## src/plsr_pkg.sv

```systemverilog
// ----------------------------------------------------------------------------
// plsr_pkg: shared types and constants for the port LED status renderer
// Sizes, configuration layout, queue entry and per-port state record.
// ----------------------------------------------------------------------------
package plsr_pkg;

	localparam int PORT_SLOTS  = 64;
	localparam int CHAIN_COUNT = 2;
	localparam int PIDX_W      = $clog2(PORT_SLOTS);
	// images emitted per poll: at most two chains are rendered
	localparam int NUM_IMG     = (CHAIN_COUNT < 2) ? CHAIN_COUNT : 2;
	localparam int QDEPTH      = 2;
	localparam int QPTR_W      = $clog2(QDEPTH);
	localparam int QCNT_W      = $clog2(QDEPTH + 1);

	localparam int CFG_IDX_W   = 3;
	localparam int CFG_DATA_W  = 8;

	typedef enum logic [CFG_IDX_W-1:0] {
		CFG_PANEL_ENABLE      = 3'd0,
		CFG_UNKNOWN_GRACE     = 3'd1,
		CFG_SAMPLE_PERIOD     = 3'd2,
		CFG_BLINK_HALF_PERIOD = 3'd3,
		CFG_ACTIVITY_HOLD     = 3'd4
	} cfg_idx_e;

	typedef struct packed {
		logic       panel_enable;
		logic [3:0] unknown_grace;
		logic [7:0] sample_period;
		logic [7:0] blink_half_period;
		logic [3:0] activity_hold;
	} cfg_t;

	typedef enum logic [1:0] {
		COL_DARK  = 2'd0,
		COL_GREEN = 2'd1,
		COL_AMBER = 2'd2
	} colour_t;

	// classified item as it travels from the front to the back
	typedef struct packed {
		logic [PIDX_W-1:0] port_addr;
		logic              port_ok;
		logic              chain;
		logic              chain_ok;
		logic [5:0]        amber_pos;
		logic              known;
		colour_t           link_colour;
		logic              readable;
		logic [63:0]       total;
		logic              eop;
	} item_t;

	typedef struct packed {
		colour_t     colour;
		logic [3:0]  run;
		logic        flag;
		logic [3:0]  hold;
		logic [63:0] base;
	} port_state_t;

	typedef struct packed {
		logic full;
		logic empty;
	} q_stat_t;

endpackage

```

## src/plsr_queue.sv

```systemverilog
// ----------------------------------------------------------------------------
// plsr_queue: short decoupling queue between front and back
// Flop-based FIFO; full drives the input stall.
// ----------------------------------------------------------------------------
module plsr_queue (
	input  logic             clk,
	input  logic             arst_n,
	input  logic             push,
	input  plsr_pkg::item_t  push_item,
	input  logic             pop,
	output plsr_pkg::item_t  head,
	output plsr_pkg::q_stat_t stat
);
	import plsr_pkg::*;

	item_t               ent_q [QDEPTH];
	logic [QPTR_W-1:0]   wr_ptr_q;
	logic [QPTR_W-1:0]   rd_ptr_q;
	logic [QCNT_W-1:0]   cnt_q;
	logic                do_push;
	logic                do_pop;

	assign stat.full  = cnt_q == QCNT_W'(QDEPTH);
	assign stat.empty = cnt_q == '0;
	assign do_push    = push && !stat.full;
	assign do_pop     = pop && !stat.empty;
	assign head       = ent_q[rd_ptr_q];

	always_ff @(posedge clk) begin
		if (do_push)
			ent_q[wr_ptr_q] <= push_item;
	end

	always_ff @(posedge clk or negedge arst_n) begin
		if (!arst_n) begin
			wr_ptr_q <= '0;
			rd_ptr_q <= '0;
			cnt_q    <= '0;
		end else begin
			if (do_push)
				wr_ptr_q <= (32'(wr_ptr_q) == QDEPTH - 1) ? '0 : wr_ptr_q + 1'b1;
			if (do_pop)
				rd_ptr_q <= (32'(rd_ptr_q) == QDEPTH - 1) ? '0 : rd_ptr_q + 1'b1;
			if (do_push && !do_pop)
				cnt_q <= cnt_q + 1'b1;
			else if (!do_push && do_pop)
				cnt_q <= cnt_q - 1'b1;
		end
	end

endmodule

```

## config.mk

```make
export PLATFORM = sky130hd
export DESIGN_NAME = plsr_queue
export DESIGN_NICKNAME = d
export VERILOG_FILES = /design/src/plsr_pkg.sv /design/src/plsr_queue.sv
export SDC_FILE = /design/constraint.sdc
export NUM_CORES = 1
export LEC_CHECK = 0
export BUFFER_PORTS_ARGS = -buffer_cell sky130_fd_sc_hd__buf_2
export CAP_MARGIN = 25
export CORE_ASPECT_RATIO = 2
export CORE_UTILIZATION = 47
export CTS_CLUSTER_DIAMETER = 50
export DETAILED_ROUTE_END_ITERATION = 10
export HOLD_SLACK_MARGIN = 0.1
export PLACE_DENSITY = 0.73
export SYNTH_ARGS = -nofsm -noshare
export SYNTH_HDL_FRONTEND = slang
export SYNTH_SLANG_ARGS = --single-unit
```

## constraint.sdc

```tcl
create_clock -name clk -period 4.6 [get_ports clk]
set_input_delay 0.46 -clock clk [delete_from_list [all_inputs] [get_ports clk]]
set_output_delay 0.46 -clock clk [all_outputs]
set_load 0.01 [all_outputs]
```

# Word-level counts from Yosys, hierarchy flattened
# Memories as Yosys holds them, arrays and structs flattened.
# Index checks and enable logic that the tools add are counted.
[totals]
register_bits = 4
ram_bits = 168
in_bits = 88
mem_count = 1
[mem_list]
columns = ["name", "depth", "word_bits", "read_ports", "rd_clocked_by_memory_dff", "write_ports", "line_no", "rtl"]
rows = [
  ["ent_q", 2, 84, 1, 0, 1, "plsr_queue.sv:16", "item_t ent_q [QDEPTH];"],
]
[op_classes]
n_addsub = 4
eq_ne = 1
mux = 6
n_reduce_logical = 10
[op_table]
columns = ["cell", "n"]
rows = [
  ["$logic_and A1 B1 Y1", 4],
  ["$logic_not A1 Y1", 4],
  ["$mux W1", 4],
  ["$mux W2", 2],
  ["$add A1 B1 Y1 const B", 2],
  ["$add A2 B1 Y2 const B", 1],
  ["$eq A2 B2 Y1 const B", 1],
  ["$logic_not A2 Y1", 1],
  ["$reduce_bool A2 Y1", 1],
  ["$sub A2 B1 Y2 const B", 1],
]

# Depth between registers and ports, before layout
[depth]
depth_word = 7
ltp_mapped = 7
ltp_nobuf = 7

# Worst setup path before layout
# No wires, ideal clock.
[synth_timing]
path_kind = "register to register"
startpoint = "register cnt_q[0]"
endpoint = "memory ent_q[0][0] in the netlist's numbering, enable pin"
arrival_time_ns = 4.146
path_slack_ns = -0.073
path_stages_with_launch = 4
path_buffers = 0
synth_period_minus_slack_ns = 4.673
path_cell_list = "dfrtp_1 > nand2b_1 > nand2_1 > nor2_1"
[synth_between]
elab_chain_cells = 5
[synth_rtl]
columns = ["element", "line_no", "rtl"]
rows = [
  ["from (decl)", "plsr_queue.sv:19", "logic [QCNT_W-1:0] cnt_q;"],
  ["from (signal assigned)", "plsr_queue.sv:45", "cnt_q <= cnt_q + 1'b1;"],
  ["from (signal assigned)", "plsr_queue.sv:47", "cnt_q <= cnt_q - 1'b1;"],
  ["$eq A2 B2 Y1", "plsr_queue.sv:23", "assign stat.full = cnt_q == QCNT_W'(QDEPTH);"],
  ["$logic_not A1 Y1", "plsr_queue.sv:25", "assign do_push = push && !stat.full;"],
  ["$logic_and A1 B1 Y1", "plsr_queue.sv:25", ""],
  ["$mux W1", "plsr_queue.sv:30", "if (do_push)"],
  ["$mux W1 (implied by the code)", "plsr_queue.sv:31", "ent_q[wr_ptr_q] <= push_item;"],
  ["to (decl)", "plsr_queue.sv:16", ""],
]
# No other way between the ends.

==> metrics.md <==
| Metric | Value |
|---|---|
| Routed WL | `11300 µm` |
| Net switching power | `1.47 mW` |
| Multiplexer area fraction after synthesis | `15.1%` |
| Power per cell area | `644 nW/µm²` |
| Cell taking the most area after synthesis | `edfxtp_1` |
| Vias in the first global route | `3415` |
| Grt ovf | `0` |
| Period minus WS final | `2530 ps` |
| Post-synthesis cell type count | `16` |
| Clock root cell | `clkbuf_16` |
| RSZ-0062 raised after global routing | `false` |
| Slew Limit Fails | `0` |
| Largest net degree at the start of global routing | `48` |
| Area growth, synth to finish | `27.6%` |
| Starting Density | `48.2%` |
| Most common cell after layout, fill and taps aside | `buf_2` |
| MaxCap Viol Count | `0` |
| Post-synthesis xor/xnor area fraction | `0.699%` |
| CTS tree | `yes` |
| Final Cycle Share | `55.1%` |
| Cell-internal power | `3.69 mW` |
| YS warnings | `0` |
| Total Routing Usage GR | `16.7%` |
| Worst skew pair latency | `410 ps` |
| Setup Skew | `5.34 ps` |
| Die footprint | `13800 µm²` |
| # port buffers | `173` |
| Worst hold slack | `232 ps` |
| Proportion of power drawn by the clock network | `28.8%` |
| Critical path required time | `4140 ps` |
| Max IR drop VDD | `0.487 mV` |
| Critical Path Sink Type | `primary output` |
| Routing usage on met3 | `3.63%` |
| Worst hold path depth | `1` |
| Met2 usage | `30.2%` |
| Clock Sinks | `172` |
| Hold path start | `push_item[60]` |
| Die X | `83.6 µm` |
| Cts bufs inserted | `17` |
| Routed wire per std cell | `17.9 µm` |
| Adder-cell area share of the yosys netlist | `0.200%` |
| Routing usage on met1 | `17.4%` |
| Startpoint types | `flip-flop` |
| Worst reg2reg setup slack | `2420 ps` |
| Via count | `3216` |
| Net Count, Synth | `369` |
| Post-synthesis cell area | `6270 µm²` |
| Final Hold Viols | `0` |
| Layout fillers | `980` |
| DR DRC count | `0` |
| Antenna violations before repair | `3` |
| Net Sw Frac | `28.4%` |
| Post-Syn Area per Cell | `22.4 µm²` |
| Hold Crit Class | `in -> reg` |
| Die height | `165 µm` |
| Final #Nets | `557` |
| Clk buf depth | `2` |
| Post-route ant nets | `0` |
| Top-Level Pins | `174` |
| DP HPWL | `7580 µm` |
| DRT Pass-1 Iters | `4` |
| Register area share after synthesis | `82.1%` |
| Setup TNS | `0 ps` |
| DRT iter0 DRCs | `141` |
| Maximum fanout along the worst path | `47` |
| Setup CP Type | `reg -> out` |
| Num rows | `59` |
| GPL Wtd Cong | `0.713` |
| Outcome | `completed` |
| Global-route wire length before repair | `17100 µm` |
| Relative slew slack | `54.8%` |
| WP data arrival | `2070 ps` |
| Core area | `13000 µm²` |
| Clock transition at path regs | `60 ps` |
| Hold-fix buffers, CTS | `1` |
| Reg2Reg Depth | `5` |
| Compound-Gate Fraction of Synth Area | `0.0799%` |
| # setup viols final | `0` |
| P_leak | `3.02 nW` |
| GRT busiest layer | `met2` |
| Syn Inst Count | `280` |
| Sequential share of power | `44.6%` |
| FF-to-FF End | `ent_q[0][13]` |
| Ranking of synthesized cells by area | `edfxtp_1 (81%), mux2_1 (9.0%), mux2_2 (6.1%), dfrtp_1 (1.6%), buf_6 (0.90%)` |
| Share of cells above drive strength 1 | `50.6%` |
| Fmax | `0.395 GHz` |
| Simple-Gate Fraction of Synth Area | `0.439%` |
| Slew @ Worst Pin | `677 ps` |
| Most frequent cells in the layout | `buf_2 (173), edfxtp_1 (168), mux2_1 (50)` |
| Via density | `5.06` |
| RR Startpoint | `cnt_q[0]` |
| Logic gate share of total power | `26.6%` |
| Final Util | `61.5%` |
| Flop and latch count out of synthesis | `172` |
| Post-CTS setup buffer count | `0` |
| Hold EP | `ent_q[1][60]` |
| H-Tree Depth | `4` |
| Share of the synthesized area in the top cell type | `80.5%` |
| Largest family of logic cells by synthesized area | `multiplexers` |
| Cts repair resizes | `0` |
worst max-delay path: stages (launching register included):
cell and delay (ps):
dfrtp_4 780, buf_16 310, mux2_1 390, buf_2 150
cell families after synthesis:
family                     Yosys count
AOI/OAI and AO/OA                    1
buffers and inverters               11
muxes                               84
and+or+nand+nor                      6
DFF                                172
adders and majority gates            1
xor gates and xnor gates             5
sequential cells by signal, summed over array words and instances, names as in the netlist:
signal,flops
ent_q,168
cnt_q,2
rd_ptr_q,1
wr_ptr_q,1
Yosys cell counts:
cell	n
buf_6	5
and3_1	1
buf_4	1
mux2_2	34
buf_2	3
mux2_1	50
xor2_1	2
ha_1	1
nor2_1	3
dfrtp_1	4
edfxtp_1	168
nand2b_1	1
xnor2_1	3
o21ai_0	1
nand2_1	1
inv_1	2
how the worst max path moves through the flow:
| stage | from | end | slack, ps | cells after the start |
|---|---|---|---|---|
| floorplan | cnt_q[0] | ent_q[0][0] | 1340 | 3 |
| global placement | cnt_q[0] | ent_q[0][58] | 2320 | 4 |
| detailed placement | cnt_q[0] | ent_q[0][57] | 2390 | 5 |
| CTS | rd_ptr_q | head[10] | 2000 | 3 |
| global route | rd_ptr_q | head[23] | 1950 | 3 |
| finish | rd_ptr_q | head[6] | 2070 | 3 |
power groups by stage:
stage	Clock (mW)	Sequential, mW	Combinational (mW)
2_1_floorplan	0	2.26	0.909
3_3_place_gp	0	2.39	1.23
3_5_place_dp	0	2.34	1.40
4_1_cts	1.52	2.30	1.41
5_1_grt	1.57	2.33	1.49
6_report	1.49	2.30	1.37
routing by layer:
layer	share of wire, %	up-vias
li1	-	1484
met1	34	1583
met2	56	118
met3	4.6	31
met4	4.5	0
met5	0	-
cell type report:
class | instances | area [µm²] | share of cell area, %
flip-flops and latches | 172 | 5150 | 64.4
multi-input cells | 97 | 1050 | 13.1
repair buffers | 178 | 978 | 12.2
clock buffers | 17 | 425 | 5.32
clock inverters | 14 | 191 | 2.39
well taps | 152 | 190 | 2.38
inverters | 2 | 7.51 | 0.0939
diodes | 3 | 7.51 | 0.0939
stage by stage:
| stage | area (µm²) | power, mW | instances | worst slack, ps |
|---|---|---|---|---|
| 4_1_cts | 7990 | 5.23 | 632 | 2000 |
| 5_1_grt | 8000 | 5.39 | 635 | 1950 |
| 2_1_floorplan | 6270 | 3.17 | 280 | 1340 |
| 6_report | 8000 | 5.15 | 635 | 2070 |
| 3_5_place_dp | 7360 | 3.73 | 600 | 2390 |
| 3_3_place_gp | 7280 | 3.63 | 597 | 2320 |
(Power assumes the default switching activity.)
